==> src/rtl/tds_pkg.sv <==
// ----------------------------------------------------------------------------
// tds_pkg
// shared types and constants for the toroidal diffusion stencil
// ----------------------------------------------------------------------------
`default_nettype none

package tds_pkg;

  localparam int IN_COORD_W  = 7;
  localparam int OUT_COORD_W = 7;
  localparam int COORD_W     = 8;   // wrapped coordinates stay below 255
  localparam int LEVEL_W     = 16;
  localparam int RATE_W      = 16;
  localparam int SUM_W       = 20;
  localparam int CFG_IDX_W   = 3;
  localparam int CFG_DATA_W  = 16;
  localparam int DIM_W       = 8;

  localparam logic CMD_STORE   = 1'b0;
  localparam logic CMD_COMPUTE = 1'b1;

  localparam logic [CFG_IDX_W-1:0] REG_GRID_WIDTH     = 3'd0;
  localparam logic [CFG_IDX_W-1:0] REG_GRID_HEIGHT    = 3'd1;
  localparam logic [CFG_IDX_W-1:0] REG_DIFFUSION_RATE = 3'd2;
  localparam logic [CFG_IDX_W-1:0] REG_REGROWTH_RATE  = 3'd3;
  localparam logic [CFG_IDX_W-1:0] REG_NUTRIENT_MAX   = 3'd4;

  // floor(n / 9) == (n * RECIP_NINE) >> RECIP_SHIFT for every n below 2**21
  localparam int                RECIP_SHIFT = 23;
  localparam logic [SUM_W-1:0]  RECIP_NINE  = 20'd932068;

  localparam int NBR_COUNT = 9;
  localparam int NBR_IDX_W = 4;

  localparam logic [1:0] SEL_MID = 2'd0;
  localparam logic [1:0] SEL_LO  = 2'd1;
  localparam logic [1:0] SEL_HI  = 2'd2;

  // read order of the neighbourhood, centre first
  localparam logic [1:0] NBR_XSEL [0:NBR_COUNT-1] = '{
    SEL_MID, SEL_LO, SEL_HI, SEL_MID, SEL_MID, SEL_LO, SEL_HI, SEL_LO, SEL_HI
  };
  localparam logic [1:0] NBR_YSEL [0:NBR_COUNT-1] = '{
    SEL_MID, SEL_MID, SEL_MID, SEL_LO, SEL_HI, SEL_LO, SEL_LO, SEL_HI, SEL_HI
  };

  localparam int QUEUE_DEPTH = 2;

  typedef struct packed {
    logic               cmd;
    logic [COORD_W-1:0] x;
    logic [COORD_W-1:0] y;
    logic [COORD_W-1:0] xl;
    logic [COORD_W-1:0] xr;
    logic [COORD_W-1:0] yu;
    logic [COORD_W-1:0] yd;
    logic [LEVEL_W-1:0] level;
  } item_t;

endpackage

`default_nettype wire

==> src/rtl/tds_back.sv <==
// ----------------------------------------------------------------------------
// tds_back
// grid stores, nine-cell gather, mean, blends, clamp and result register
// ----------------------------------------------------------------------------
`default_nettype none

module tds_back #(
  parameter int MAX_WIDTH = 128,
  parameter int ADDR_W    = 14
) (
  input  logic                            clk,
  input  logic                            rst_n,
  input  tds_pkg::item_t                  q_item,
  input  logic                            q_empty,
  output logic                            q_pop,
  input  logic [tds_pkg::RATE_W-1:0]      diffusion_rate,
  input  logic [tds_pkg::RATE_W-1:0]      regrowth_rate,
  input  logic [tds_pkg::LEVEL_W-1:0]     nutrient_max,
  output logic                            ram_en,
  output logic                            ram_we,
  output logic [ADDR_W-1:0]               ram_addr,
  output logic [tds_pkg::LEVEL_W-1:0]     ram_wdata,
  input  logic [tds_pkg::LEVEL_W-1:0]     ram_rdata,
  output logic                            out_empty,
  input  logic                            out_pop,
  output logic [tds_pkg::OUT_COORD_W-1:0] out_x,
  output logic [tds_pkg::OUT_COORD_W-1:0] out_y,
  output logic [tds_pkg::LEVEL_W-1:0]     out_level
);

  localparam int LW = tds_pkg::LEVEL_W;
  localparam int PW = 2 * LW + 2;

  typedef enum logic [10:0] {
    B_IDLE  = 11'b00000000001,
    B_READ  = 11'b00000000010,
    B_DRAIN = 11'b00000000100,
    B_MEAN  = 11'b00000001000,
    B_DIFF1 = 11'b00000010000,
    B_MUL1  = 11'b00000100000,
    B_ADD1  = 11'b00001000000,
    B_DIFF2 = 11'b00010000000,
    B_MUL2  = 11'b00100000000,
    B_ADD2  = 11'b01000000000,
    B_OUT   = 11'b10000000000
  } bstate_t;

  bstate_t                          st_r, st_nxt;
  tds_pkg::item_t                   cur_r, cur_nxt;
  logic [tds_pkg::NBR_IDX_W-1:0]    k_r, k_nxt;
  logic                             rd_pend_r, first_r;
  logic [tds_pkg::SUM_W-1:0]        sum_r, sum_nxt;
  logic [LW-1:0]                    base_r, base_nxt;
  logic [2*tds_pkg::SUM_W-1:0]      recip_r, recip_nxt;
  logic signed [LW:0]               diff_r, diff_nxt;
  logic signed [PW-1:0]             bprod_r, bprod_nxt;
  logic                             out_valid_r, out_valid_nxt;
  logic [tds_pkg::OUT_COORD_W-1:0]  out_x_r, out_x_nxt;
  logic [tds_pkg::OUT_COORD_W-1:0]  out_y_r, out_y_nxt;
  logic [LW-1:0]                    out_level_r, out_level_nxt;

  logic [tds_pkg::COORD_W-1:0]      xs, ys;
  logic [31:0]                      addr_wide;
  logic                             idle_store;
  logic                             out_free;
  logic [LW-1:0]                    mean;
  logic [tds_pkg::RATE_W-1:0]       mul_rate;
  logic signed [PW-1:0]             num;

  always_comb begin
    case (tds_pkg::NBR_XSEL[k_r])
      tds_pkg::SEL_LO: xs = cur_r.xl;
      tds_pkg::SEL_HI: xs = cur_r.xr;
      default:         xs = cur_r.x;
    endcase
    case (tds_pkg::NBR_YSEL[k_r])
      tds_pkg::SEL_LO: ys = cur_r.yu;
      tds_pkg::SEL_HI: ys = cur_r.yd;
      default:         ys = cur_r.y;
    endcase

    idle_store = (st_r == B_IDLE) && !q_empty && (q_item.cmd == tds_pkg::CMD_STORE);
    if (st_r == B_IDLE) begin
      xs = q_item.x;
      ys = q_item.y;
    end
    addr_wide = 32'(ys) * 32'(MAX_WIDTH) + 32'(xs);

    ram_addr  = addr_wide[ADDR_W-1:0];
    ram_en    = idle_store || (st_r == B_READ);
    ram_we    = idle_store;
    ram_wdata = q_item.level;
    q_pop     = (st_r == B_IDLE) && !q_empty;

    out_empty = !out_valid_r;
    out_x     = out_x_r;
    out_y     = out_y_r;
    out_level = out_level_r;
    out_free  = !out_valid_r || out_pop;

    mean     = recip_r[tds_pkg::RECIP_SHIFT +: LW];
    mul_rate = (st_r == B_MUL2) ? regrowth_rate : diffusion_rate;
    // base*65536 + rate*(target-base) + half, never negative
    num      = $signed({2'b00, base_r, {LW{1'b0}}}) + bprod_r
               + $signed(PW'(32'd32768));
  end

  always_comb begin
    st_nxt        = st_r;
    cur_nxt       = cur_r;
    k_nxt         = k_r;
    sum_nxt       = sum_r;
    base_nxt      = base_r;
    recip_nxt     = recip_r;
    diff_nxt      = diff_r;
    bprod_nxt     = bprod_r;
    out_valid_nxt = out_valid_r;
    out_x_nxt     = out_x_r;
    out_y_nxt     = out_y_r;
    out_level_nxt = out_level_r;

    if (out_pop && out_valid_r) begin
      out_valid_nxt = 1'b0;
    end

    // gather: data of the previous read arrives now
    if (rd_pend_r) begin
      sum_nxt = sum_r + tds_pkg::SUM_W'(ram_rdata);
      if (first_r) begin
        base_nxt = ram_rdata;
      end
    end

    case (st_r)
      B_IDLE: begin
        if (!q_empty && q_item.cmd == tds_pkg::CMD_COMPUTE) begin
          cur_nxt = q_item;
          k_nxt   = '0;
          sum_nxt = '0;
          st_nxt  = B_READ;
        end
      end
      B_READ: begin
        k_nxt = k_r + 1'b1;
        if (k_r == tds_pkg::NBR_IDX_W'(tds_pkg::NBR_COUNT - 1)) begin
          st_nxt = B_DRAIN;
        end
      end
      B_DRAIN: begin
        st_nxt = B_MEAN;
      end
      B_MEAN: begin
        recip_nxt = (sum_r + tds_pkg::SUM_W'(4)) * tds_pkg::RECIP_NINE;
        st_nxt    = B_DIFF1;
      end
      B_DIFF1: begin
        diff_nxt = $signed({1'b0, mean}) - $signed({1'b0, base_r});
        st_nxt   = B_MUL1;
      end
      B_MUL1, B_MUL2: begin
        bprod_nxt = PW'($signed({1'b0, mul_rate}) * diff_r);
        st_nxt    = (st_r == B_MUL1) ? B_ADD1 : B_ADD2;
      end
      B_ADD1, B_ADD2: begin
        base_nxt = num[2*LW-1:LW];
        st_nxt   = (st_r == B_ADD1) ? B_DIFF2 : B_OUT;
      end
      B_DIFF2: begin
        diff_nxt = $signed({1'b0, nutrient_max}) - $signed({1'b0, base_r});
        st_nxt   = B_MUL2;
      end
      B_OUT: begin
        if (out_free) begin
          out_valid_nxt = 1'b1;
          out_x_nxt     = cur_r.x[tds_pkg::OUT_COORD_W-1:0];
          out_y_nxt     = cur_r.y[tds_pkg::OUT_COORD_W-1:0];
          out_level_nxt = (base_r > nutrient_max) ? nutrient_max : base_r;
          st_nxt        = B_IDLE;
        end
      end
      default: begin
        st_nxt = B_IDLE;
      end
    endcase
  end

  always_ff @(posedge clk) begin
    if (!rst_n) begin
      st_r        <= B_IDLE;
      rd_pend_r   <= 1'b0;
      first_r     <= 1'b0;
      out_valid_r <= 1'b0;
    end else begin
      st_r        <= st_nxt;
      rd_pend_r   <= (st_r == B_READ);
      first_r     <= (st_r == B_READ) && (k_r == '0);
      out_valid_r <= out_valid_nxt;
    end
  end

  always_ff @(posedge clk) begin
    cur_r       <= cur_nxt;
    k_r         <= k_nxt;
    sum_r       <= sum_nxt;
    base_r      <= base_nxt;
    recip_r     <= recip_nxt;
    diff_r      <= diff_nxt;
    bprod_r     <= bprod_nxt;
    out_x_r     <= out_x_nxt;
    out_y_r     <= out_y_nxt;
    out_level_r <= out_level_nxt;
  end

endmodule

`default_nettype wire

==> config.mk <==
export PLATFORM = sky130hd
export DESIGN_NAME = tds_back
export DESIGN_NICKNAME = d
export VERILOG_FILES = /design/src/rtl/tds_pkg.sv /design/src/rtl/tds_back.sv
export SDC_FILE = /design/constraint.sdc
export NUM_CORES = 1
export LEC_CHECK = 0
export BUFFER_PORTS_ARGS = -buffer_cell sky130_fd_sc_hd__clkbuf_2
export CAP_MARGIN = 20
export CORE_MARGIN = 10
export CORE_UTILIZATION = 40
export DETAILED_ROUTE_END_ITERATION = 10
export PLACE_DENSITY_LB_ADDON = 0.1
export RECOVER_POWER = 25
export SKIP_LAST_GASP = 1
export SYNTH_ARGS = -nofsm -noshare
export SYNTH_HDL_FRONTEND = slang
export SYNTH_SLANG_ARGS = --single-unit
==> constraint.sdc <==
create_clock -name clk -period 9.8 [get_ports clk]
set_input_delay 1.96 -clock clk [delete_from_list [all_inputs] [get_ports clk]]
set_output_delay 1.96 -clock clk [all_outputs]
set_load 0.02 [all_outputs]
[Word level (Yosys, flattened, before mapping)]
Memories as Yosys holds them, arrays and structs flattened.
Cells that the tools add are included.
Storage, ports and cells
  bits in registers: 215
  input port bits: 133
  memories: 2
  output and inout bits: 64
  memory bits (read-only): 64
  word-level logic and storage cells: 103
Operators by class
  multiply operators: 2
  muxes and demuxes: 28
  reductions and logical operators: 21
  magnitude comparators: 2
  bitwise operators: 2
  add/subtract/negate cells: 8
  equal/unequal tests: 19
Memories
  (no name shown): words 16, bits a word 2, rd ports 1, clocked after Yosys merged registers in 0, wr ports 0, line tds_back.sv:76  | case (tds_pkg::NBR_YSEL[k_r])
  (no name shown): words 16, bits a word 2, rd ports 1, clocked after Yosys merged registers in 0, wr ports 0, line tds_back.sv:71  | case (tds_pkg::NBR_XSEL[k_r])
Operator list (count)
  one-hot mux 11 bit (9 select lines): 1
  2-to-1 mux 16 bit: 5
  2-to-1 mux 20 bit: 3
  2-to-1 mux 11 bit: 4
  multiplier 21 x 18 -> 37 bit, second input constant: 1
  one-hot mux 17 bit (2 select lines): 1
  subtractor 16 x 16 -> 17 bit: 2
  adder 32 x 17 -> 32 bit, second input constant: 1
  adder 32 bit: 1
  multiplier 17 x 17 -> 32 bit: 1
  adder 20 x 3 -> 21 bit, second input constant: 1
  adder 20 x 16 -> 20 bit: 1
  greater-than comparator 16 bit: 1
  one-hot mux 8 bit (2 select lines): 1
  adder 14 x 8 -> 14 bit: 1
  one-hot mux 7 bit (2 select lines): 1
  == test 11 x 1 -> 1 bit, second input constant: 1
  == test 11 x 10 -> 1 bit, second input constant: 1
  == test 11 bit, second input constant: 1
  == test 11 x 2 -> 1 bit, second input constant: 1
  == test 11 x 3 -> 1 bit, second input constant: 1
  == test 11 x 4 -> 1 bit, second input constant: 1
  == test 11 x 5 -> 1 bit, second input constant: 1
  == test 11 x 6 -> 1 bit, second input constant: 1
  27 further kinds: 48

[Logic depth before layout (Yosys ltp)]
  depth in word-level cells: 8
  depth in mapped cells: 29
  depth with buffers taken out: 28

[Least setup slack after synthesis]
OpenSTA, ideal clock, no wires.
  path type: input -> register
  start: in diffusion_rate[11] in the netlist's numbering
  end: reg bprod_r[30] (data pin)
  data arrival time: 7595 ps
  setup time: 258 ps
  setup slack: 1947 ps
  buffers on the path: 1
  data required time: 9542 ps
  cell stages on the path: 23
  cell sequence: mux2_2 > clkbuf_1 > and2_1 > fa_1 > inv_1 > fa_1 > fa_1 > inv_1 > fa_1 > fa_1 > inv_1 > fa_1 > inv_1 > ha_1 > and3_1 > a221oi_1 > o21ai_0 > o211ai_2 > o21ai_4 > o211ai_2 > nand3b_1 > a21oi_1 > xnor2_1
On the way
  word-level cells in the longest chain between the ends: 2
RTL lines
  from (decl): line tds_back.sv:16  | input logic [tds_pkg::RATE_W-1:0] diffusion_rate,
  2-to-1 mux 16 bit: line tds_back.sv:102  | mul_rate = (st_r == B_MUL2) ? regrowth_rate : diffusion_rate;
  multiplier 17 x 17 -> 32 bit: line tds_back.sv:161  | bprod_nxt = PW'($signed({1'b0, mul_rate}) * diff_r);
  to (signal assigned): line tds_back.sv:208  | bprod_r <= bprod_nxt;
  to (decl): line tds_back.sv:56  | logic signed [PW-1:0] bprod_r, bprod_nxt;
No other way between the ends.
A chain may end at the register's enable or synchronous reset.

[Worst setup path after layout]
  start: reg st_r[2]
  end: reg bprod_r[30] (data pin)
On the way
  word-level cells in the longest chain between the ends: 3
RTL lines
  from (decl): line tds_back.sv:48  | bstate_t st_r, st_nxt;
  from (signal assigned): line tds_back.sv:194  | st_r <= st_nxt;
  == test 11 x 9 -> 1 bit: line tds_back.sv:102
  2-to-1 mux 16 bit: line tds_back.sv:102
  multiplier 17 x 17 -> 32 bit: line tds_back.sv:161
No other way between the ends.

==> metrics.md <==
| Metric | Value |
|---|---|
| Status | finished, violations left |
| Failing checks | capacitance limit, slew limit |
| Final net count | 3358 |
| Synthesized area | 0.0240 mm² |
| CP endpoint kind | register |
| First-pass GRT wire length | 98.9 mm |
| # setup viols final | 0 |
| Synth top area cells | fa_1 26%, edfxtp_1 18%, ha_1 17% |
| Die X | 265 µm |
| Slowest-stage cell, CP | nand3_1 |
| Synth top area share | 25.7% |
| Tcrit/Tclk final | 88.1% |
| Worst r2r path cells | 24 |
| Worst Hold Path Cells | 0 |
| Worst-Margin Slew | 1.53 ns |
| Total CTS buffers | 17 |
| Clock Sinks | 179 |
| Area grow syn2layout | 8.53% |
| Drt wl/cell | 17.7 µm |
| Synth Instances | 2481 |
| Max_cap viols | 1 |
| Worst skew pair latency | 0.45 ns |
| Crit path kind | reg -> reg |
| Final cell count without fillers | 3380 |
| Worst Path Arrival | 8.83 ns |
| Achievable frequency | 116 MHz |
| CTS Root Cell | clkbuf_16 |
| Clock tree buffer depth | 2 |
| Final cell utilization of the core | 44.0% |
| Max incr delay on CP | 0.78 ns |
| # hold bufs at CTS | 0 |
| CORE AREA | 0.0591 mm² |
| Synth cell types | 74 |
| Layout cells sized above 1 | 8.37% |
| Leakage | 0.0130 µW |
| Initial cell density of the core | 40.5% |
| Start point of the critical path | st_r[2] |
| Setup repair after global routing missed its margin | no |
| Total Power | 5370 µW |
| Reg2reg start | st_r[2] |
| Die area | 0.0701 mm² |
| Worst-path clk slew | 0.07 ns |
| Asr flop ratio synth | 0% |
| Min-Delay Path Class | reg -> reg |
| Largest net degree at the start of global routing | 40 |
| Post-CTS setup repair buffer count | 0 |
| ANT nets after route | 0 |
| Leading area contributor after synthesis | fa_1 |
| Number of port buffers | 161 |
| Remaining Overflow, GRT | 0 |
| Core Rows | 89 |
| Setup TNS | 0 ns |
| Synthesis-stage register bit count | 179 |
| Final Hold Fails | 0 |
| Post-synth EDFFs | 145 |
| Dpl hpwl | 49.7 mm |
| Vias post-DR | 16800 |
| Worst setup SP type | register |
| Vias per cell | 4.97 |
| Crit path top cell by count | fa_1 |
| Initial antenna violation count | 1 |
| Avg Inst Size Synth | 9.66 µm² |
| DRT Wirelength | 59.7 mm |
| Rel. slew slack | -1.86% |
| Worst Path Max Fanout | 17 |
| Vias in the first global route | 18500 |
| I/O pin cnt | 197 |
| Worst Skew | 0.0120 ns |
| Critical Path RT | 10.00 ns |
| CTS resizes | 0 |
| Mapped Nets | 3246 |
| Max VDD drop | 200 µV |
| Final Slew Violations | 36 |
| Gpl congestion | 0.897 |
| DRC violations left | 0 |
| Power Dens Cells | 206 mW/mm² |
| Hold path startpoint | cur_r[53] |
| Global-route usage over all layers | 17.6% |
| Crit path time final | 8.64 ns |
| Crit path cell chain | nor4_1 -> nand3_1 -> mux2_2 -> and2_1 -> fa_1 -> inv_1 -> fa_1 -> fa_1 -> inv_1 -> fa_1 -> fa_1 -> inv_1 -> fa_1 -> inv_1 -> ha_1 -> and3_1 -> a221oi_1 -> o21ai_0 -> o211ai_2 -> o21ai_4 -> o211ai_2 -> nand3b_1 -> a21oi_1 -> xnor2_1 |
| Synth warn | 0 |
| Seq/Total Area, Yosys | 21.0% |
| Ys flop type | edfxtp_1 |
| DP Cell Count | 3347 |
| CTS tree | built |
| Total iterations of the first detailed-routing run | 5 |
| CTS H-tree lvls | 4 |
| Initial detailed-routing violation count | 769 |
| Die H | 265 µm |
[final cells by class]
type,instances,area (µm²)
fillers,5829,33100
inverters,491,1840
clock buffers,17,425
clock inverters,15,178
diodes,1,2.50
well taps,773,967
repair buffers,170,830
multi-input cells,1734,16700
flip-flops and latches,179,5030
[Yosys cell counts (40+ instances only)]
master	instances
xnor2_1	72
ha_1	324
fa_1	308
clkbuf_1	53
a21oi_1	93
edfxtp_1	145
nor2_1	124
o21ai_1	40
o21ai_0	49
and2_1	161
nand2_1	199
inv_1	490
[metrics by stage]
step                      setup WS [ns]  instance area, µm²  hold WS [ns]
after floorplan                    1.95               24000         0.427
after global placement             1.34               25500         0.442
after detailed placement           1.28               25500         0.451
after CTS                          1.34               26100         0.469
after global routing              0.523               26000         0.479
final                              1.16               26000         0.469
[final timing paths]
| check | slack (ns) | end |
|---|---|---|
| worst max-delay path | 1.16 | bprod_r[30] |
| worst min-delay path | 0.47 | out_y[5] |
| worst max register to register | 1.16 | bprod_r[30] |
| worst min register to register | 0.47 | out_y[5] |
[per-layer routing]
layer / GRT usage [%] / wire, µm
met1: 22.5 / 27200
met2: 31.5 / 30100
met3: 1.36 / 1410
met4: 5.14 / 1130
met5: 0 / 0
[kinds of logic (layout without fill, tap and decap cells)]
logic type,after synthesis,in the layout,share of synthesized area [%]
other cells,0,1,0
buf+inv,568,693,9.16
simple gates,645,645,13.4
flops,179,179,21.0
xor+xnor,109,109,3.98
compound gates,317,317,8.42
mux,31,31,1.38
fa+ha+maj,632,632,42.6
[sequential cells by signal, summed over array words and instances (netlist names), 4 cells and up]
signal,flops
recip_r,16
bprod_r,17
diff_r,17
out_y,7
out_level,16
cur_r,45
k_r,4
base_r,16
out_x,7
sum_r,20
st_r,11
[placed cells by master (no fill, tap or decap), types with 6 or more instances in the layout]
cell and n:
and4_1 6, or2_2 14, and2_1 159, nand4_1 11
ha_1 324, nand2b_1 21, nor2b_1 8, fa_1 308
o31ai_1 6, clkbuf_2 135, o21a_1 9, a31oi_1 6
and3_1 10, xnor2_1 72, mux2i_1 14, a21o_1 28
o21ai_0 51, buf_4 6, inv_1 490, nor3_1 25
a22oi_1 17, o21ai_1 38, nand3_1 34, nor4_1 6
a21oi_1 93, edfxtp_1 145, dfxtp_1 34, clkbuf_1 29
nand2_1 199, clkbuf_16 17, xor2_1 37, o21bai_1 9
nor2_1 124, or3_1 7, a211oi_1 9, mux2_2 17
[report_power, final]
part           internal (µW)  switching [µW]  leakage (µW)
clock network            366             333      0.000299
registers                966            38.4       0.00160
logic                   1530            2130        0.0111
total                   2870            2500        0.0130
[worst max-delay path, delay by kind of cell (launching register included)]
family | cells | cell delay (ns)
AOI/OAI and AO/OA | 6 | 1.45
xor gates and xnor gates | 1 | 0.09
and+or+nand+nor | 5 | 2.15
buffers and inverters | 4 | 0.21
adders and majority gates | 7 | 3.35
muxes | 1 | 0.72
DFF | 1 | 0.39
No activity file was read; power rests on OpenSTA's default activity.
