[config.mk]
export PLATFORM = sky130hd
export DESIGN_NAME = tds_queue
export DESIGN_NICKNAME = d
export VERILOG_FILES = /design/src/rtl/tds_pkg.sv /design/src/rtl/tds_queue.sv
export SDC_FILE = /design/constraint.sdc
export NUM_CORES = 1
export LEC_CHECK = 0
export CELL_PAD_IN_SITES_DETAIL_PLACEMENT = 1
export CELL_PAD_IN_SITES_GLOBAL_PLACEMENT = 1
export CORE_ASPECT_RATIO = 1.75
export CORE_MARGIN = 2
export CORE_UTILIZATION = 56
export CTS_CLUSTER_DIAMETER = 200
export DETAILED_ROUTE_END_ITERATION = 8
export DONT_BUFFER_PORTS = 1
export PLACE_DENSITY_LB_ADDON = 0.1
export SKIP_CTS_REPAIR_TIMING = 1
export SYNTH_ARGS = -nofsm -noshare
export SYNTH_HDL_FRONTEND = slang
export SYNTH_SLANG_ARGS = --single-unit
[constraint.sdc]
create_clock -name clk -period 8.2 [get_ports clk]
set_input_delay 2.05 -clock clk [delete_from_list [all_inputs] [get_ports clk]]
set_output_delay 2.05 -clock clk [all_outputs]
set_load 0.005 [all_outputs]
[src/rtl/tds_pkg.sv]
// ----------------------------------------------------------------------------
// tds_pkg
// shared types and constants for the toroidal diffusion stencil
// ----------------------------------------------------------------------------
`default_nettype none

package tds_pkg;

  localparam int IN_COORD_W  = 7;
  localparam int OUT_COORD_W = 7;
  localparam int COORD_W     = 8;   // wrapped coordinates stay below 255
  localparam int LEVEL_W     = 16;
  localparam int RATE_W      = 16;
  localparam int SUM_W       = 20;
  localparam int CFG_IDX_W   = 3;
  localparam int CFG_DATA_W  = 16;
  localparam int DIM_W       = 8;

  localparam logic CMD_STORE   = 1'b0;
  localparam logic CMD_COMPUTE = 1'b1;

  localparam logic [CFG_IDX_W-1:0] REG_GRID_WIDTH     = 3'd0;
  localparam logic [CFG_IDX_W-1:0] REG_GRID_HEIGHT    = 3'd1;
  localparam logic [CFG_IDX_W-1:0] REG_DIFFUSION_RATE = 3'd2;
  localparam logic [CFG_IDX_W-1:0] REG_REGROWTH_RATE  = 3'd3;
  localparam logic [CFG_IDX_W-1:0] REG_NUTRIENT_MAX   = 3'd4;

  // floor(n / 9) == (n * RECIP_NINE) >> RECIP_SHIFT for every n below 2**21
  localparam int                RECIP_SHIFT = 23;
  localparam logic [SUM_W-1:0]  RECIP_NINE  = 20'd932068;

  localparam int NBR_COUNT = 9;
  localparam int NBR_IDX_W = 4;

  localparam logic [1:0] SEL_MID = 2'd0;
  localparam logic [1:0] SEL_LO  = 2'd1;
  localparam logic [1:0] SEL_HI  = 2'd2;

  // read order of the neighbourhood, centre first
  localparam logic [1:0] NBR_XSEL [0:NBR_COUNT-1] = '{
    SEL_MID, SEL_LO, SEL_HI, SEL_MID, SEL_MID, SEL_LO, SEL_HI, SEL_LO, SEL_HI
  };
  localparam logic [1:0] NBR_YSEL [0:NBR_COUNT-1] = '{
    SEL_MID, SEL_MID, SEL_MID, SEL_LO, SEL_HI, SEL_LO, SEL_LO, SEL_HI, SEL_HI
  };

  localparam int QUEUE_DEPTH = 2;

  typedef struct packed {
    logic               cmd;
    logic [COORD_W-1:0] x;
    logic [COORD_W-1:0] y;
    logic [COORD_W-1:0] xl;
    logic [COORD_W-1:0] xr;
    logic [COORD_W-1:0] yu;
    logic [COORD_W-1:0] yd;
    logic [LEVEL_W-1:0] level;
  } item_t;

endpackage

`default_nettype wire

[src/rtl/tds_queue.sv]
// ----------------------------------------------------------------------------
// tds_queue
// short item queue between front and back end
// ----------------------------------------------------------------------------
`default_nettype none

module tds_queue (
  input  logic           clk,
  input  logic           rst_n,
  input  logic           push,
  input  tds_pkg::item_t wr_item,
  output logic           full,
  input  logic           pop,
  output tds_pkg::item_t rd_item,
  output logic           empty
);

  localparam int PTR_W = (tds_pkg::QUEUE_DEPTH > 1) ? $clog2(tds_pkg::QUEUE_DEPTH) : 1;
  localparam int CNT_W = $clog2(tds_pkg::QUEUE_DEPTH + 1);

  tds_pkg::item_t   mem_r [0:tds_pkg::QUEUE_DEPTH-1];
  logic [PTR_W-1:0] wr_ptr_r, wr_ptr_nxt;
  logic [PTR_W-1:0] rd_ptr_r, rd_ptr_nxt;
  logic [CNT_W-1:0] count_r, count_nxt;
  logic             do_push, do_pop;

  always_comb begin
    full    = (count_r == CNT_W'(tds_pkg::QUEUE_DEPTH));
    empty   = (count_r == '0);
    rd_item = mem_r[rd_ptr_r];
    do_push = push && !full;
    do_pop  = pop && !empty;

    wr_ptr_nxt = wr_ptr_r;
    rd_ptr_nxt = rd_ptr_r;
    count_nxt  = count_r;
    if (do_push) begin
      wr_ptr_nxt = (wr_ptr_r == PTR_W'(tds_pkg::QUEUE_DEPTH - 1)) ? '0 : wr_ptr_r + 1'b1;
    end
    if (do_pop) begin
      rd_ptr_nxt = (rd_ptr_r == PTR_W'(tds_pkg::QUEUE_DEPTH - 1)) ? '0 : rd_ptr_r + 1'b1;
    end
    if (do_push && !do_pop) begin
      count_nxt = count_r + 1'b1;
    end else if (do_pop && !do_push) begin
      count_nxt = count_r - 1'b1;
    end
  end

  always_ff @(posedge clk) begin
    if (!rst_n) begin
      wr_ptr_r <= '0;
      rd_ptr_r <= '0;
      count_r  <= '0;
    end else begin
      wr_ptr_r <= wr_ptr_nxt;
      rd_ptr_r <= rd_ptr_nxt;
      count_r  <= count_nxt;
    end
  end

  always_ff @(posedge clk) begin
    if (do_push) begin
      mem_r[wr_ptr_r] <= wr_item;
    end
  end

endmodule

`default_nettype wire

# ---- Word level (Yosys, flattened, before mapping)
# Memory sizes are Yosys's and may differ from the RTL's. A register that Yosys moved wholly into a read port is not among the register bits.
# Cells that the tools add are included.
# W data, S select, Z words.
dict set report word_totals {
  out_inout_bits 67
  n_memories 1
  input_bits 69
  mem_bits_rw 130
  word_cells 27
  register_bits 4
}
# name depth width read_ports rd_ports_with_merged_regs write_ports line
set mem_list {}
lappend mem_list {mem_r 2 65 1 1 1 tds_queue.sv:21} ;# tds_pkg::item_t mem_r [0:tds_pkg::QUEUE_DEPTH-1];
dict set report op_classes {
  n_eq_ne 1
  n_addsub 4
  reduce_logical 10
  mux 8
}
# operator n
set op_table {}
lappend op_table {{$mux W1} 6}
lappend op_table {{$logic_and A1 B1 Y1} 4}
lappend op_table {{$logic_not A1 Y1} 4}
lappend op_table {{$mux W2} 2}
lappend op_table {{$add A1 B1 Y1 const B} 2}
lappend op_table {{$add A2 B1 Y2 const B} 1}
lappend op_table {{$eq A2 B2 Y1 const B} 1}
lappend op_table {{$logic_not A2 Y1} 1}
lappend op_table {{$reduce_bool A2 Y1} 1}
lappend op_table {{$sub A2 B1 Y2 const B} 1}

# ---- Logic depth before layout (Yosys ltp)
# Gate-level depths: netlist of the first run.
dict set report logic_depth {
  depth_word 7
  depth_mapped 7
  ltp_nobuf 7
}

# ---- Worst setup path after synthesis of the first run
# OpenSTA, ideal clock, no wires.
dict set report synth_timing {
  kind {input -> register}
  startpoint {in push}
  endpoint {mem mem_r[0][0] in the netlist's numbering, enable pin}
  t_required_ns 7.722
  setup_ns 0.478
  path_buffers 0
  path_stages 2
  slack_ns 3.046
  arrival_ns 4.676
  path_cell_list {inv_1 > nor3_2}
}
dict set report synth_between {
  elab_chain_len 3
}
# item line
set synth_lines {}
lappend synth_lines {{start, declared} tds_queue.sv:10} ;# input logic push,
lappend synth_lines {{$logic_and A1 B1 Y1} tds_queue.sv:31} ;# do_push = push && !full;
lappend synth_lines {{$mux W1} tds_queue.sv:63} ;# if (do_push) begin
lappend synth_lines {{$mux W1 (not written as such)} tds_queue.sv:64} ;# mem_r[wr_ptr_r] <= wr_item;
lappend synth_lines {{end, declared} tds_queue.sv:21}
# No other way between the ends.

==> impl.org, run 1 <==
** Outcome
- Run status :: completed

** Synth
- For this run, asynchronously set or reset flops after synthesis account for 0%.
- Post-synthesis share of cell area spent on and, or, nand and nor gates :: between 1 and 1.5%
- The share of synthesized area in the top cell type comes to about four fifths.
- Post-synthesis share of cell area spent on xor and xnor gates :: less than 1%
- Portion of the post-synthesis area used by sequential elements :: around 81%
- By area, the combinational part of the netlist is dominated by multiplexers.
- Yosys printed 0 warnings.
- By area the synthesized netlist is led by edfxtp_1 79%, mux2_2 15%, dfxtp_1 2.0%, buf_4 0.76%, and2_1 0.38%.
- After synthesis the netlist holds a flip-flop and latch count of 135.
- Most repeated cell in the gate-level netlist after synthesis :: edfxtp_1
- Dominant synthesized flop cell :: edfxtp_1
- Most common library cells after synthesis :: 130 x edfxtp_1, 65 x mux2_2, 5 x buf_4, 5 x dfxtp_1, 3 x and2_1
- edfxtp_1 takes more of the synthesized area than any other cell.
- Counting distinct cell types in the post-synthesis netlist gives 21.
- Counting flops with a built-in enable in the synthesized netlist gives 130.
- The portion of synthesized area spent on multiplexers is between 10% and 20%.
- Cell Area, Synth :: between 4000 and 5000 sq um
- In the synthesized netlist, the number of instances is 227.
- Post-synthesis net count :: 297
- After Yosys synthesis, full adders, half adders and majority gates account for 0.254% of the synthesized area.
- After synthesis, the mean cell area works out to around 22 sq um.
- Fraction of the mapped netlist area in compound gates :: less than 1%

** CTS
- Clock latency on the worst-skew pair, taken at its later pin, is ~0.41 ns.
- Max H-tree Level :: 4
- No sink is reached through more buffers than the 2 on the longest clock path.
- TritonCTS clock tree :: built
- CTS buffer count :: 17
- After clock tree synthesis, the clock-pin slew on the worst setup and hold paths is roughly 0.05 ns.
- Number of sinks handled by clock tree synthesis :: ~140
- Clock tree root buffer cell :: clkbuf_16

** Routing
- Total wire length after detailed routing :: between 8000 and 9000 microns
- For this block, the initial DRC count from the detailed router was slightly above 90.
- In the routed layout, each cell is associated on average with a via count of 5.56.
- The first detailed-routing pass ran for 4 iterations.
- Antenna Nets Post-Route :: 0
- After detailed routing, the number of remaining DRC violations is 0.
- For this block, the via count after detailed routing is between 2000 and 2500.
- Dividing the detail-routed wire length by the instance count gives about 23 microns.

** Global routing
- Pin count of the biggest net entering global routing :: 43
- Number of global-route vias before repair :: around 2200
- Antenna violations before repair :: 0
- Total track usage :: a little under a fifth
- The first global-routing pass estimated roughly 12000 microns of wire.
- Remaining global-route overflow :: 0

** Floorplanning
- Starting Density :: 57.1%
- Placement row count :: between 40 and 50
- Core footprint :: about 8600 sq um
- The die covers between 9000 and 10000 sq um.
- Die outline width :: ~75 microns
- Top-level I/O count :: 136
- The floorplan step set the die height to about 130 microns.

** Placement
- During placement, the flow inserted port buffers numbering 0.
- After detailed placement, the design holds a cell count of 340.
- Worst Setup Slack post-DPL :: a little over 4 ns
- The wire-length estimate of the detail-placed layout is 5700 microns.
- Cell area after placement :: about 5000 sq um
- At the end of routability-driven placement, the weighted congestion stood at ~0.67.

** Worst setup path
- The worst setup path is captured at a primary output.
- Required time at the endpoint of the critical path :: 6.15 ns
- Max Fanout on Critical Path :: 42
- The worst setup path is launched from a flop.
- STA puts the critical path data arrival time at around 2.1 ns.
- Classification of the worst setup path :: flop to primary output

** Job
- Max-cap violations in this run came to 0.

** STA
- Setup violations remaining at the end of the flow were counted as 0.
- For the pin with the worst max-slew slack, the measured transition is between 0.6 and 0.7 ns.
- On the final layout, the worst hold slack is roughly 0.54 ns.
- The final number of max-transition violations came to 0.
- Highest clock rate :: around 240 MHz
- Setup repair after global routing left no endpoint under its margin.
- Slew margin rel. :: approximately three fifths
- Final critical delay including setup and external delays :: between 4 and 5 ns
- For the final routed database, the setup TNS stands at 0 ns.
- Once routing completed, OpenROAD measured the worst setup slack at roughly 4.1 ns.
- Final Cycle Share :: ~50%
- The final hold violation count came to 0.
- On the final layout, the worst clock skew is just under 0.007 ns.

** Cells and area
- Proportion of layout cells with a drive suffix above 1 :: 37.2%
- Summing all flip-flop and latch instances after layout gives 4010 sq um.
- Area growth from synthesis to final layout :: 13.9%
- The repair_antennas step left the layout with diodes totalling 0.
- Final core utilization :: approximately 65%
- Fill cell instance count of the final layout :: between 600 and 700
- Post-route cell area :: 5600 sq um
- Leaving out filler cells and counting taps, the final layout contains 370.
- After the last flow step, the layout net total stands at approximately 310.
- Area of the multi-input gates :: ~870 sq um

** Power and ir drop
- Final Total Pwr :: 1.89 mW
- Power density over the cells :: roughly 340 nW/um^2
- Leak pwr :: between 1.5 and 2 nW
- The worst-case IR drop observed on VDD is between 0.3 and 0.4 mV.

** Worst hold path
- The worst hold path belongs to the class flop to flop.
-- power by group --
group	leakage (nW)	internal [mW]	switching, mW
sequential	1.26	0.869	0.0417
clock	0.256	0.436	0.240
combinational	0.326	0.141	0.161
total	1.84	1.45	0.442
-- state kept, by name, indices dropped and copies added (netlist names), named ones only --
register / count
count_r: 2
wr_ptr_r: 1
mem_r: 130
rd_ptr_r: 1
-- final cells by class --
cell class	instances	share of cell area, %
Inverter	2	0.134
Sequential cell	135	71.5
Clock inverter	7	1.45
Multi-Input combinational cell	83	15.5
Clock buffer	22	7.93
Timing Repair Buffer	4	0.894
Tap cell	117	2.61
-- cell usage in the layout, fill, tap and decap left out, drive strengths merged --
master / instances
clkinv: 5
ha: 1
and2: 3
nor3: 1
buf: 4
xnor2: 2
o21a: 1
o21ai: 2
clkbuf: 22
nand2b: 1
xor2: 1
dfxtp: 5
nor2: 2
mux2: 65
a21boi: 2
edfxtp: 130
or3: 1
inv: 2
bufinv: 2
and3: 1
-- per-layer routing --
metal	vias to the layer above	part of all wire, %	global-route usage [%]
li1	925	-	-
met1	1022	32	17.8
met2	95	57	31.6
met3	15	9.3	9.59
met4	0	2.5	9.66
met5	-	0	0
-- worst max-delay path, cell delays in order, from the launching register on --
cell	delay, ns
dfxtp_2	0.68
buf_4	0.56
mux2_2	0.42
-- path summary, 6_finish.rpt --
path              depth (start not counted)           end  slack [ns]        from
setup reg to reg                          3  mem_r[1][61]        6.03  count_r[0]
hold reg to reg                           2    count_r[1]        0.54  count_r[1]
setup / recovery                          2   rd_item[38]        4.07        flop
hold / removal                            2    count_r[1]        0.54  count_r[1]
-- logic make-up (layout without fill, tap and decap cells) --
group / Yosys count / in the layout
muxes: 65 / 65
and+or+nand+nor: 9 / 9
DFF: 135 / 135
AOI/OAI and AO/OA: 5 / 5
xor gates and xnor gates: 3 / 3
buffers and inverters: 9 / 35
adders and majority gates: 1 / 1
(Power assumes the default switching activity.)
==> run 2: changes to the inputs <==
- CORE_UTILIZATION: 56 -> 52
- clock period: 8.2 -> 4.2 ns (I/O delays scaled with it)
==> impl.org, run 2 (synthesis results as in run 1) <==
** Power and ir drop
- The power density over the cells was 687 nW/um^2 (was 337 nW/um^2).
- Seq pwr share :: 45.7% (was 48.2%)
- The net load switching power came to 0.909 mW (was 0.442 mW).
- The cell-internal power was 3.02 mW (was 1.45 mW).
- The peak supply drop came to 0.416 mV (was 0.319 mV).
- The clock network fraction of total power is 39.8% (was 35.8%).
- Switching fraction of total power :: 23.2% (was 23.4%)
- The overall power consumption is 3.93 mW (was 1.89 mW).
- Leak pwr :: 1.89 nW (was 1.84 nW)
- Proportion of power drawn by combinational gates :: 14.4% (was 16.0%)

** Global routing
- Number of global-route vias before repair :: 2419 (was 2231)
- The maximum number of pins on one net before global-route repair came to 38 (was 43).
- The overall track demand over capacity in global routing was 16.9% (was 18.7%).
- Wire length of the first global-routing pass :: 12700 microns (was 12200 microns)
- Antenna violations before repair :: 0 (unchanged)
- Remaining global-route overflow :: 0 (unchanged)

** Job
- Max-capacitance violation count :: 0 (unchanged)

** Routing
- The antenna violation net count after detailed routing came to 0 (unchanged).
- DR pass1 iterations :: 4 (unchanged)
- The violation count after the first detailed-routing iteration came to 44 (was 91).
- Routed metal-1 wire length :: 2680 microns (was 2650 microns)
- Routed length per placed instance :: 21.8 microns (was 22.6 microns)
- Routed length on met2 :: 4650 microns (was 4740 microns)
- DR WL met3 :: 761 microns (was 777 microns)
- The number of vias after detailed routing was 2094 (was 2057).
- The total DRC errors in the routed layout is 0 (unchanged).
- DR top layer :: met4 (unchanged)
- The total wire length after detailed routing was 8270 microns (was 8380 microns).
- The mean number of vias per cell is 5.51 (was 5.56).

** Floorplanning
- Placement row count :: 47 (was 45)
- Die Outline Area :: 10300 sq um (was 9580 sq um)
- Die outline width :: 77.5 microns (was 74.8 microns)
- Core footprint :: 9350 sq um (was 8610 sq um)
- The vertical die dimension was 133 microns (was 128 microns).
- The starting utilization of the core area is 52.6% (was 57.1%).
- The total I/O pin count came to 136 (unchanged).

** Worst setup path
- The family with the most delay on the worst path is flip-flops (unchanged).
- The number of buffer and inverter stages on the critical path came to 1 (unchanged).
- The class of the most critical setup path is flop to primary output (unchanged).
- The critical-path maximum fanout is 37 (was 42).
- The data required time of the worst path is 3.15 ns (was 6.15 ns).
- The cell at the slowest stage of the critical path was dfxtp_2 (unchanged).
- Critical Path AT :: 2.08 ns (about the same)
- CP Launch Type :: flop (unchanged)
- CP Cell Sequence :: buf_4 > mux2_2 (unchanged)
- The biggest cell delay along the critical path was 0.91 ns (was 0.68 ns).
- The type of element capturing the critical path is a primary output (unchanged).

** Placement
- Half-perimeter wire length of the detailed placement result :: 5550 microns (was 5700 microns)
- Port Buffers :: 0 (unchanged)
- Final weighted congestion in routability-driven placement :: 0.654 (was 0.673)

** CTS
- Clock tree root buffer cell :: clkbuf_16 (unchanged)
- The TritonCTS clock tree is built (unchanged).
- The H-tree depth is 4 (unchanged).
- CTS buffer count :: 17 (unchanged)
- Clock Tree Buf Depth :: 2 (unchanged)
- The clock latency reported for the late side of the worst-skew pair came to 0.40 ns (was 0.41 ns).
- Number of sinks handled by clock tree synthesis :: 135 (unchanged)
- Clk pin slew, worst setup/hold paths :: 0.05 ns (about the same)

** Cells and area
- Top flop regs :: mem_r (130), count_r (2) (unchanged)
- Area growth from synthesis to final layout :: 16.2% (was 13.9%)
- Ant. Diodes :: 0 (unchanged)
- Max FFs per register :: 130 (unchanged)
- Commonest cells after routing, fill and taps aside: 130 x edfxtp_1, 65 x mux2_2, 17 x clkbuf_16 (unchanged).
- Fill cell instance count of the final layout :: 740 (was 673)
- Proportion of layout cells with a drive suffix above 1 :: 39.9% (was 37.2%)
- The combined area of the multi-input logic cells came to 866 sq um (unchanged).
- Number of nets in the layout :: 315 (was 313)
- Largest register by flop count :: mem_r (unchanged)
- Most common library cell in the layout ignoring fill and taps :: edfxtp_1 (unchanged)
- Register area :: 4010 sq um (unchanged)

** STA
- The final setup violation count came to 0 (unchanged).
- Worst hold slack :: 0.539 ns (was 0.535 ns)
- The setup skew after layout is 0.00701 ns (was 0.00687 ns).
- Setup TNS :: 0 ns (unchanged)
- Slew margin rel. :: 41.1% (was 58.2%)
- Max-slew violation count :: 0 (unchanged)
- Number of hold-slack violations in the final timing report :: 0 (unchanged)
- Transition time of the tightest slew-check pin :: 0.883 ns (was 0.627 ns)
- Highest clock rate :: between 300 and 400 MHz
- Final critical delay including setup and external delays :: approximately 3.1 ns
- Final Cycle Share :: about three quarters
- Setup repair after global routing missed its margin: no (unchanged).

** Worst hold path
- Path category of the worst min-delay check :: flop to flop (unchanged)

** Outcome
- Run status: completed (unchanged).
[run 2: changes by cell type in the layout (fill, tap and decap cells not counted)]
cell / before / now
clkbuf_1: 5 / 2
clkinvlp_4: 0 / 2
buf_16: 1 / 0
clkinv_2: 2 / 1
bufinv_16: 2 / 5
buf_4: 3 / 6
clkinv_4: 0 / 3
clkinv_1: 3 / 2
[run 2: through the flow]
step	utilization [%]	cell area [sq um]	setup slack, ns	instances
after floorplan	-	4920	0.0461	227
after detailed placement	54.3	5080	1.42	348
after global placement	54.3	5080	1.51	348
final	61.1	5710	1.07	380
after CTS	61.1	5710	0.981	380
after global routing	61.1	5710	0.891	380
[run 2: layout make-up]
class,instances,area share [%]
inverters,2,0.131
well taps,122,2.67
repair buffers,6,0.788
clock buffers,19,7.58
multi-input cells,83,15.2
flip-flops and latches,135,70.1
clock inverters,13,3.57
[run 2: final timing paths]
| path | start | slack (ns) | cells past startpoint | end |
|---|---|---|---|---|
| setup / recovery | flop | 1.07 | 2 | rd_item[59] |
| hold / removal | count_r[1] | 0.54 | 2 | count_r[1] |
| setup reg to reg | count_r[0] | 2.19 | 3 | mem_r[1][23] |
| hold reg to reg | count_r[1] | 0.54 | 2 | count_r[1] |
[run 2: per-layer routing]
metal / vias to the layer above / track usage (%)
li1: 929 / -
met1: 1043 / 15.1
met2: 102 / 30.6
met3: 20 / 7.84
met4: 0 / 9.23
met5: - / 0
[run 2: power by group through the flow]
stage / registers, mW / clock network [mW] / logic (mW)
floorplan: 1.77 / 0 / 0.507
global placement: 1.81 / 0 / 0.557
detailed placement: 1.83 / 0 / 0.579
CTS: 1.80 / 1.60 / 0.582
global route: 1.82 / 1.65 / 0.614
finish: 1.80 / 1.56 / 0.567
[run 2: worst register-to-register path, delay by kind of cell, from the launching register on]
| kind | cells | cell delay, ns |
|---|---|---|
| and+or+nand+nor | 2 | 0.85 |
| DFF | 1 | 0.43 |
| buffers and inverters | 1 | 0.41 |
