File: src/rtl/tds_pkg.sv
// ----------------------------------------------------------------------------
// tds_pkg
// shared types and constants for the toroidal diffusion stencil
// ----------------------------------------------------------------------------
`default_nettype none

package tds_pkg;

  localparam int IN_COORD_W  = 7;
  localparam int OUT_COORD_W = 7;
  localparam int COORD_W     = 8;   // wrapped coordinates stay below 255
  localparam int LEVEL_W     = 16;
  localparam int RATE_W      = 16;
  localparam int SUM_W       = 20;
  localparam int CFG_IDX_W   = 3;
  localparam int CFG_DATA_W  = 16;
  localparam int DIM_W       = 8;

  localparam logic CMD_STORE   = 1'b0;
  localparam logic CMD_COMPUTE = 1'b1;

  localparam logic [CFG_IDX_W-1:0] REG_GRID_WIDTH     = 3'd0;
  localparam logic [CFG_IDX_W-1:0] REG_GRID_HEIGHT    = 3'd1;
  localparam logic [CFG_IDX_W-1:0] REG_DIFFUSION_RATE = 3'd2;
  localparam logic [CFG_IDX_W-1:0] REG_REGROWTH_RATE  = 3'd3;
  localparam logic [CFG_IDX_W-1:0] REG_NUTRIENT_MAX   = 3'd4;

  // floor(n / 9) == (n * RECIP_NINE) >> RECIP_SHIFT for every n below 2**21
  localparam int                RECIP_SHIFT = 23;
  localparam logic [SUM_W-1:0]  RECIP_NINE  = 20'd932068;

  localparam int NBR_COUNT = 9;
  localparam int NBR_IDX_W = 4;

  localparam logic [1:0] SEL_MID = 2'd0;
  localparam logic [1:0] SEL_LO  = 2'd1;
  localparam logic [1:0] SEL_HI  = 2'd2;

  // read order of the neighbourhood, centre first
  localparam logic [1:0] NBR_XSEL [0:NBR_COUNT-1] = '{
    SEL_MID, SEL_LO, SEL_HI, SEL_MID, SEL_MID, SEL_LO, SEL_HI, SEL_LO, SEL_HI
  };
  localparam logic [1:0] NBR_YSEL [0:NBR_COUNT-1] = '{
    SEL_MID, SEL_MID, SEL_MID, SEL_LO, SEL_HI, SEL_LO, SEL_LO, SEL_HI, SEL_HI
  };

  localparam int QUEUE_DEPTH = 2;

  typedef struct packed {
    logic               cmd;
    logic [COORD_W-1:0] x;
    logic [COORD_W-1:0] y;
    logic [COORD_W-1:0] xl;
    logic [COORD_W-1:0] xr;
    logic [COORD_W-1:0] yu;
    logic [COORD_W-1:0] yd;
    logic [LEVEL_W-1:0] level;
  } item_t;

endpackage

`default_nettype wire

File: src/rtl/tds_front.sv
// ----------------------------------------------------------------------------
// tds_front
// accepts items, wraps coordinates and works out the toroidal neighbours
// ----------------------------------------------------------------------------
`default_nettype none

module tds_front (
  input  logic                          clk,
  input  logic                          rst_n,
  input  logic                          push,
  output logic                          full,
  input  logic                          in_command,
  input  logic [tds_pkg::IN_COORD_W-1:0] in_cell_x,
  input  logic [tds_pkg::IN_COORD_W-1:0] in_cell_y,
  input  logic [tds_pkg::LEVEL_W-1:0]   in_level_in,
  input  logic [tds_pkg::DIM_W-1:0]     eff_w,
  input  logic [tds_pkg::DIM_W-1:0]     eff_h,
  output logic                          q_push,
  output tds_pkg::item_t                q_item,
  input  logic                          q_full
);

  typedef enum logic [2:0] {
    F_IDLE = 3'b001,
    F_MOD  = 3'b010,
    F_PUSH = 3'b100
  } fstate_t;

  fstate_t                        st_r, st_nxt;
  logic [2:0]                     cnt_r, cnt_nxt;
  logic                           cmd_r, cmd_nxt;
  logic [tds_pkg::IN_COORD_W-1:0] raw_x_r, raw_x_nxt;
  logic [tds_pkg::IN_COORD_W-1:0] raw_y_r, raw_y_nxt;
  logic [tds_pkg::LEVEL_W-1:0]    level_r, level_nxt;
  logic [tds_pkg::COORD_W-1:0]    rem_x_r, rem_x_nxt;
  logic [tds_pkg::COORD_W-1:0]    rem_y_r, rem_y_nxt;

  logic                           accept;
  logic [tds_pkg::COORD_W:0]      sx, sy, rx, ry;
  logic [tds_pkg::COORD_W:0]      x_inc, y_inc;

  always_comb begin
    // one remainder bit per cycle, both coordinates together
    sx = {rem_x_r, raw_x_r[cnt_r]};
    sy = {rem_y_r, raw_y_r[cnt_r]};
    rx = (sx >= {1'b0, eff_w}) ? sx - {1'b0, eff_w} : sx;
    ry = (sy >= {1'b0, eff_h}) ? sy - {1'b0, eff_h} : sy;

    x_inc = {1'b0, rem_x_r} + 9'd1;
    y_inc = {1'b0, rem_y_r} + 9'd1;

    q_item.cmd   = cmd_r;
    q_item.x     = rem_x_r;
    q_item.y     = rem_y_r;
    q_item.xl    = (rem_x_r == '0) ? eff_w - 8'd1 : rem_x_r - 8'd1;
    q_item.xr    = (x_inc == {1'b0, eff_w}) ? '0 : x_inc[tds_pkg::COORD_W-1:0];
    q_item.yu    = (rem_y_r == '0) ? eff_h - 8'd1 : rem_y_r - 8'd1;
    q_item.yd    = (y_inc == {1'b0, eff_h}) ? '0 : y_inc[tds_pkg::COORD_W-1:0];
    q_item.level = level_r;

    q_push = (st_r == F_PUSH) && !q_full;
    full   = !((st_r == F_IDLE) || q_push);
    accept = push && !full;
  end

  always_comb begin
    st_nxt    = st_r;
    cnt_nxt   = cnt_r;
    cmd_nxt   = cmd_r;
    raw_x_nxt = raw_x_r;
    raw_y_nxt = raw_y_r;
    level_nxt = level_r;
    rem_x_nxt = rem_x_r;
    rem_y_nxt = rem_y_r;

    case (st_r)
      F_IDLE, F_PUSH: begin
        if (st_r == F_PUSH && q_push) begin
          st_nxt = F_IDLE;
        end
        if (accept) begin
          st_nxt    = F_MOD;
          cnt_nxt   = 3'(tds_pkg::IN_COORD_W - 1);
          cmd_nxt   = in_command;
          raw_x_nxt = in_cell_x;
          raw_y_nxt = in_cell_y;
          level_nxt = in_level_in;
          rem_x_nxt = '0;
          rem_y_nxt = '0;
        end
      end
      F_MOD: begin
        rem_x_nxt = rx[tds_pkg::COORD_W-1:0];
        rem_y_nxt = ry[tds_pkg::COORD_W-1:0];
        cnt_nxt   = cnt_r - 3'd1;
        if (cnt_r == '0) begin
          st_nxt = F_PUSH;
        end
      end
      default: begin
        st_nxt = F_IDLE;
      end
    endcase
  end

  always_ff @(posedge clk) begin
    if (!rst_n) begin
      st_r <= F_IDLE;
    end else begin
      st_r <= st_nxt;
    end
  end

  always_ff @(posedge clk) begin
    cnt_r   <= cnt_nxt;
    cmd_r   <= cmd_nxt;
    raw_x_r <= raw_x_nxt;
    raw_y_r <= raw_y_nxt;
    level_r <= level_nxt;
    rem_x_r <= rem_x_nxt;
    rem_y_r <= rem_y_nxt;
  end

endmodule

`default_nettype wire

File: config.mk
export PLATFORM = sky130hd
export DESIGN_NAME = tds_front
export DESIGN_NICKNAME = d
export VERILOG_FILES = /design/src/rtl/tds_pkg.sv /design/src/rtl/tds_front.sv
export SDC_FILE = /design/constraint.sdc
export NUM_CORES = 1
export LEC_CHECK = 0
export BUFFER_PORTS_ARGS = -buffer_cell sky130_fd_sc_hd__buf_2
export CAP_MARGIN = 10
export CORE_ASPECT_RATIO = 2
export CORE_MARGIN = 2
export CORE_UTILIZATION = 53
export DETAILED_ROUTE_END_ITERATION = 6
export PLACE_DENSITY = 0.84
export SLEW_MARGIN = 20
export SYNTH_ARGS = -nofsm -noshare
export SYNTH_HDL_FRONTEND = slang
export SYNTH_SLANG_ARGS = --single-unit
File: constraint.sdc
create_clock -name clk -period 3.4 [get_ports clk]
set_input_delay 0.34 -clock clk [delete_from_list [all_inputs] [get_ports clk]]
set_output_delay 0.34 -clock clk [all_outputs]
set_load 0.005 [all_outputs]
* Word level (Yosys, flattened, before mapping)
Cells that the tools add are included.
** Operators by class
- Muxes and demuxes :: 19
- Eq/ne operators :: 8
- Add/subtract/negate cells :: 9
- Reductions and logical operators :: 14
- Order comparisons :: 3
** Operators by type and width (number)
- $mux W8 :: 7
- $pmux W8 S2 :: 2
- $sub A8 B1 Y8 const B :: 4
- $add A8 B1 Y9 const B :: 2
- $eq A9 B8 Y1 :: 2
- $ge A9 B8 Y1 :: 2
- $logic_not A8 Y1 :: 2
- $sub A8 B8 Y8 :: 2
- $mux W3 :: 4
- $pmux W3 S2 :: 2
- $bmux W1 S3 :: 2
- $reduce_and A2 Y1 :: 3
- $lt A3 B4 Y1 const B :: 1
- $ne A2 B2 Y1 const B :: 2
- $eq A3 B1 Y1 const B :: 1
- $eq A3 B2 Y1 const B :: 1
- $eq A3 B3 Y1 const B :: 1
- $logic_and A1 B1 Y1 :: 3
- $logic_not A3 Y1 :: 1
- $ne A3 B3 Y1 const B :: 1
- $sub A3 B1 Y3 const B :: 1
- $logic_not A1 Y1 :: 2
- $mux W1 :: 2
- $reduce_bool A2 Y1 :: 1
- 2 further kinds :: 2
** Storage, ports and cells
- Word-level logic and storage cells :: 61
- Output and inout bits :: 67
- Bits of input ports :: 51
- Register bits :: 53

* Logic depth before layout (Yosys ltp)
Gate-level depths: netlist of the first run.
- Depth after elaboration :: 6
- Mapped depth :: 13
- Depth with buffers taken out :: 12

* Least setup slack after synthesis of the first run
Ideal clock, no wire load.
- Path type :: register to register
- Start point :: register cnt_r[0]
- End point :: register rem_y_r[4] (netlist bit), data pin
- Clock period less this slack :: 3116 ps
- Data arrival time :: 2854 ps
- Data required time :: 3138 ps
- Buffers on the path :: 2
- Slack :: 284 ps
- Cell stages (with the launch flop) :: 11
- Path through :: edfxtp_1 clkbuf_1 mux4_2 o21ai_0 ha_1 nand3_1 nor2_1 or4_1 o31ai_1 buf_2 o21ai_0
** On the way
- Cells in the longest elaborated chain, start to end :: 5
- Elaborated cells on any way between the ends :: 6
** Ends and longest elaborated chain
- from (decl) :: RTL line tds_front.sv:30 : logic [2:0] cnt_r, cnt_nxt;
- from (signal assigned) :: RTL line tds_front.sv:115 : cnt_r <= cnt_nxt;
- $bmux W1 S3 * :: RTL line tds_front.sv:45 : sy = {rem_y_r, raw_y_r[cnt_r]};
- $mux W1 (not written as such) * :: RTL line tds_front.sv:45
- $sub A8 B8 Y8 / $ge A9 B8 Y1 (equally long branches) :: RTL line tds_front.sv:47 : ry = (sy >= {1'b0, eff_h}) ? sy - {1'b0, eff_h} : sy;
- $mux W8 * :: RTL line tds_front.sv:47
- $pmux W8 S2 * :: RTL line tds_front.sv:76 : case (st_r)
- to (signal assigned) :: RTL line tds_front.sv:121 : rem_y_r <= rem_y_nxt;
- to (decl) :: RTL line tds_front.sv:36 : logic [tds_pkg::COORD_W-1:0] rem_y_r, rem_y_nxt;
Mark *: on every way between the ends. The rest lies on a longest branch, timed or not. The select of a mux whose other input is x is not followed.
A chain may end at the register's enable or synchronous reset.

==> flow_summary.json, run 1 <==
{
  "run_status": "finished, final reports clean",
  "cts_buffer_depth": 2,
  "numPortBuffers": 117,
  "critical_path_sink_type": "output pin",
  "final_antenna_net_count": 0,
  "cp_cell_sequence": "nor2_1 > and4b_4 > mux2i_1 > ha_1 > nand3_1 > nor4b_1 > xnor2_1 > buf_2",
  "finalMaxSlewViolations": 0,
  "number_of_synthesized_register_bits": 53,
  "timing.hold.ws_ns": 0.2153,
  "timing.slew.headroom_pct": 43.08,
  "layout.core_utilization_pct": 66.09,
  "htree_num_levels": 2,
  "synth-edff-count": 50,
  "hpwlAfterDp_um": 7983,
  "p_sw_share_pct": 30.86,
  "vdd_drop_max_mv": 0.6419,
  "setup_total_negative_slack_ns": 0,
  "vias_after_detailed_routing": 3799,
  "crit_arrival_ns": 2.89,
  "post_drt_via_cell_ratio": 5.845,
  "ys_warn_count": 0,
  "critical_path.startpoint_type": "register",
  "final.setup_skew_ns": 0.007284,
  "asyncSetResetFlopFracSynth_pct": 0,
  "syn_nets": 516,
  "yosys.area.top_type_share_pct": 36.14,
  "power_report.internal_total_mw": 1.298,
  "yosys-top-cells-area": "edfxtp_1 (36%), ha_1 (7.8%), xnor2_1 (5.7%)",
  "switchingPower_mw": 0.5792,
  "floorplan.io_pins": 118,
  "report.power.total_mw": 1.877,
  "ctsRootBufferMaster": "clkbuf_16",
  "netlist_area_um2": 4154,
  "critical_path_peak_fanout": 13,
  "critPathMaxStageDelay_ns": 0.57,
  "number_of_global_route_vias_before_repair": 3642,
  "cp_data_required_time_ns": 3.06,
  "count_of_mapped_cells_out_of_synthesis": 437,
  "share_clk_of_total_power_pct": 27.9,
  "clock.fmax_mhz": 309.8,
  "routed_wirelength_um": 10210,
  "drt-wirelength-per-cell_um": 15.71,
  "layout_cell_share_with_drive_strength_beyond_1_pct": 28.60,
  "gr-total-overflow": 0,
  "worstHoldPathType": "in -> reg",
  "critPathTopFamily": "simple AND/OR/NAND/NOR gates",
  "crit_type": "reg -> out",
  "drc_errors": 0,
  "finalWeightedCongestion": 0.9695,
  "tritoncts": "built",
  "rows": 45,
  "synthFlopType": "edfxtp_1",
  "worst_skew_pair_later_pin_latency_ns": 0.30,
  "grt_first_pass_wirelength_um": 16170,
  "cts_buffers": 5,
  "synth-compound-area-share_pct": 16.48,
  "syn-mean-instance-area_um2": 9.506,
  "drt_iter0_markers": 267,
  "critical_path.slowest_cell": "edfxtp_1",
  "floorplan.initialDensity_pct": 54.65,
  "clk_pin_slew_ns": 0.07,
  "worst_slew_pin_slew_ns": 0.8517,
  "yosys.area_share.xor_xnor_pct": 9.307,
  "antenna_violations_before_repair": 0,
  "post_synth_mux_area_share_pct": 3.554,
  "synth_top_family_by_area": "simple AND/OR/NAND/NOR gates",
  "grt_util_all_layers_pct": 23.75,
  "fp.dieArea_um2": 8605,
  "diodes": 0,
  "minimum_clock_period_after_layout_ns": 3.228,
  "dieHeight_um": 129.2,
  "final.period_utilization_pct": 94.94,
  "final_nets": 634,
  "synth_adder_area_share_pct": 8.795,
  "finalHoldViolCount": 0,
  "yosys-top-cells-count": "edfxtp_1 (50), nor2_1 (40), a21oi_1 (30)",
  "firstDrtPassIters": 5,
  "max_capacitance_violation_count": 0,
  "yosysMostFrequentCell": "edfxtp_1",
  "cellPowerDensity_nw_per_um2": 373.6,
  "power.leakage_nw": 2.095,
  "ys_seq_area_share_pct": 37.59,
  "critPathBufInv": 1,
  "grt_max_degree": 32,
  "die_width_um": 66.60,
  "setup_viol": 0,
  "synth_simple_gate_area_share_pct": 19.16,
  "fp.coreArea_um2": 7601,
  "power.share.sequential_pct": 43.1,
  "yosys.area.top_type": "edfxtp_1",
  "power.combinational.fraction_pct": 29.0,
  "area_delta_synth_final_pct": 20.93,
  "synth_cell_types": 62,
  "clock-sinks": 53
}
==> flip-flops by register name, indices dropped and copies added, names as in the netlist <==
register / count
level_r: 16
rem_x_r: 8
raw_y_r: 7
cmd_r: 1
cnt_r: 3
st_r: 3
rem_y_r: 8
raw_x_r: 7
==> path summary, 6_finish.rpt <==
check	startpoint	to	slack [ns]	cells past startpoint
hold / removal	in_level_in[7]	level_r[7]	0.22	1
setup reg to reg	cnt_r[0]	rem_y_r[0]	0.25	10
hold reg to reg	st_r[0]	st_r[2]	0.52	1
setup / recovery	rem_x_r[2]	q_item[46]	0.17	8
==> cells by family (layout without fill, tap and decap cells) <==
family / Yosys count / in the layout
AND/OR/NAND/NOR: 147 / 147
AO/OA/AOI/OAI: 106 / 106
flip-flops: 53 / 53
buffers and inverters: 50 / 169
XOR/XNOR: 41 / 41
adder cells (fa/ha/maj): 28 / 28
multiplexers: 12 / 12
==> area by class of cell <==
cell class	instances	area (um^2)
inverter	28	105.1
multi-input combinational	334	2380
sequential	53	1562
clock inverter	3	28.78
clock buffer	5	125.1
timing repair buffer	133	705.7
tap	94	117.6
fill	630	2577
==> repair_timing <==
item,in CTS,in global routing
hold buffers,0,0
buffers inserted,0,4
endpoints found under the setup margin,0,2
resized for setup,0,0
==> power by group through the flow <==
stage / registers [mW] / logic (mW) / clock network (mW)
after global placement: 0.822 / 0.511 / 0
after floorplan: 0.808 / 0.350 / 0
after global routing: 0.813 / 0.602 / 0.564
final: 0.809 / 0.544 / 0.524
after detailed placement: 0.825 / 0.531 / 0
after CTS: 0.810 / 0.534 / 0.538
==> layer usage <==
metal | global-route usage, % | share of wire, %
met3 | 3.559 | 4.9
met2 | 45.65 | 56
met1 | 25.19 | 36
met4 | 8.523 | 2.4
met5 | 0 | 0
==> through the flow <==
stage	setup slack, ns	cell area [um^2]	std cells
after floorplan	0.2836	4154	437
after global routing	-0.001774	5024	650
after CTS	0.08897	4994	646
after global placement	0.5100	4840	638
final	0.1719	5024	650
after detailed placement	0.3012	4840	638
==> placed cells by master, fill, tap and decap left out, types with 8 or more instances in the layout <==
master and n:
buf_4 16, ha_1 26, inv_1 27, nand2_1 23, edfxtp_1 50, mux2i_1 8, nor2_1 40, xor2_1 12
a21oi_1 30, nand3_1 19, buf_2 117, nor2b_1 12, xnor2_1 27, o21ai_0 28, nand4_1 8
(Power assumes the default switching activity.)
==> run 2: changes to the inputs <==
- CORE_MARGIN: 2 -> 1.5
- CORE_UTILIZATION: 53 -> 44
- PLACE_DENSITY: 0.84 -> 0.72
- clock period: 3.4 -> 3.84 ns (I/O delays scaled with it)
==> run 2 against run 1 <==
Against the previous run:
- the flow now finishes with violations (design-rule violations)
- cell area decreased by 1.6%
- final cell count decreased by 0.31%
- count of clock-buffer cells in the layout unchanged
- sequential power decreased by 9.4%
- die area increased by 17%
- sequential share of layout area increased by 0.51 points
==> flow_summary.json, run 2 (same netlist as run 1, synthesis figures left out) <==
{
  "final_nets": 622,
  "critical_path.startpoint_type": "register",
  "postPlaceCellArea_um2": 4792,
  "timing.reg2reg.worst_path_depth": 10,
  "tritoncts": "built",
  "cp_cell_sequence": "inv_1 > ha_1 > nor2b_1 > and4b_4 > mux2i_1 > ha_1 > nand3_1 > nor4b_1 > xnor2_1 > buf_2",
  "routed_wirelength_um": 9915,
  "ctsRootBufferMaster": "clkbuf_16",
  "p_sw_share_pct": 30.69,
  "numPortBuffers": 117,
  "final_antenna_net_count": 0,
  "drt_iter0_markers": 235,
  "cts_post_setup_buffers_inserted": 0,
  "worst_slew_pin_slew_ns": 0.9695,
  "reg_top3": "level_r (16), rem_x_r (8), rem_y_r (8)",
  "crit_type": "reg -> out",
  "regMostFlops": "level_r",
  "power.share.sequential_pct": 44.7,
  "cts_buffers": 5,
  "drt-wirelength-per-cell_um": 15.30,
  "fp.coreArea_um2": 9259,
  "worstHoldPathType": "in -> reg",
  "run_status": "finished, violations left",
  "floorplan.io_pins": 118,
  "power.combinational.fraction_pct": 27.4,
  "vdd_drop_max_mv": 0.3925,
  "share_clk_of_total_power_pct": 27.9,
  "cts_buffer_depth": 2,
  "gr-total-overflow": 0,
  "worst_skew_pair_later_pin_latency_ns": 0.30,
  "number_of_global_route_vias_before_repair": 3588,
  "cellPowerDensity_nw_per_um2": 331.3,
  "rsz0062_at_grt": "no",
  "area_delta_synth_final_pct": 18.98,
  "cts-hold-fix-buffers": 0,
  "report.power.total_mw": 1.637,
  "layout_cell_share_with_drive_strength_beyond_1_pct": 27.02,
  "fp.dieArea_um2": 10070,
  "power_report.internal_total_mw": 1.135,
  "clk_pin_slew_ns": 0.07,
  "final.period_utilization_pct": 89.94,
  "antenna_violations_before_repair": 0,
  "finalWeightedCongestion": 0.9297,
  "dieHeight_um": 140.4,
  "post_drt_via_cell_ratio": 5.724,
  "critPathBufInv": 2,
  "finalHoldViolCount": 0,
  "clock.fmax_mhz": 289.5,
  "grt_util_all_layers_pct": 19.79,
  "final_common_cell": "buf_2",
  "grt_max_degree": 32,
  "critical_path.slowest_cell": "edfxtp_1",
  "critPathMaxStageDelay_ns": 0.57,
  "cp_data_required_time_ns": 3.46,
  "clock-sinks": 53,
  "layout.cell_area.non_filler_um2": 4942,
  "post_cts.resized_instances": 0,
  "power.leakage_nw": 2.025,
  "vias_after_detailed_routing": 3709,
  "final.setup_skew_ns": 0.008277,
  "top_library_cells_by_usage_in_the_layout_fill_and_taps_aside": "buf_2 (117), edfxtp_1 (50), nor2_1 (40)",
  "diodes": 0,
  "max_capacitance_violation_count": 0,
  "minimum_clock_period_after_layout_ns": 3.454,
  "hold_path_depth": 1,
  "firstDrtPassIters": 6,
  "switchingPower_mw": 0.5025,
  "critPathTopFamily": "simple AND/OR/NAND/NOR gates",
  "dpl_worst_slack_ns": 0.6251,
  "worst_setup_slack_after_layout_ns": 0.3863,
  "violations": "design-rule violations",
  "hpwlAfterDp_um": 7767,
  "grt_first_pass_wirelength_um": 16170,
  "cp_num_cells": 10,
  "timing.slew.headroom_pct": 34.97,
  "die_width_um": 71.71,
  "setup_total_negative_slack_ns": 0,
  "htree_num_levels": 2,
  "critical_path_peak_fanout": 13,
  "largest_reg_flops": 16,
  "drc_errors": 6,
  "setup_viol": 0,
  "critical_path_sink_type": "output pin",
  "crit_arrival_ns": 3.07,
  "finalMaxSlewViolations": 0,
  "floorplan.initialDensity_pct": 44.86,
  "worst_path_most_repeated_cell": "ha_1",
  "nFillCells": 865,
  "rows": 50
}
-- run 2: changes by cell type in the layout (fill, tap and decap cells not counted), sizes merged --
cell | previous run | this run
buf | 133 | 121
clkinvlp | 0 | 1
inv | 30 | 29
-- run 2: layout make-up --
class                           count  area (um^2)  share of cell area, %
Tap cell                          104        130.1                  2.633
Clock buffer                        5        125.1                  2.532
Multi-Input combinational cell    334         2380                  48.15
Timing Repair Buffer              121        615.6                  12.46
Sequential cell                    53         1562                  31.59
Clock inverter                      3        25.02                 0.5063
Inverter                           28        105.1                  2.127
-- run 2: worst paths after layout --
check / startpoint / to / slack (ns)
hold / removal: in_level_in[0] / level_r[0] / 0.26
hold reg to reg: st_r[0] / st_r[2] / 0.51
setup reg to reg: cnt_r[0] / rem_y_r[0] / 0.59
setup / recovery: rem_x_r[0] / q_item[46] / 0.39
-- run 2: per-stage QoR --
| step | util (%) | cells | hold WS [ns] |
|---|---|---|---|
| floorplan | - | 437 | 0.4459 |
| finish | 53.38 | 648 | 0.2576 |
| global route | 53.38 | 648 | 0.2499 |
| global placement | 51.76 | 640 | 0.4916 |
| detailed placement | 51.76 | 640 | 0.4984 |
| CTS | 53.38 | 648 | 0.2452 |
-- run 2: per-layer routing --
layer	GRT usage (%)	routed length, um	vias to the layer above
met5	0	0	-
met4	8.640	317	0
met3	2.806	414	24
met2	37.91	5447	125
met1	20.44	3736	1747
li1	-	-	1813
-- run 2: power by group through the flow --
stage               registers (mW)  logic [mW]  clock network, mW
finish                       0.733       0.448              0.457
global route                 0.739       0.497              0.492
CTS                          0.733       0.448              0.475
detailed placement           0.745       0.446                  0
global placement             0.744       0.435                  0
floorplan                    0.715       0.310                  0
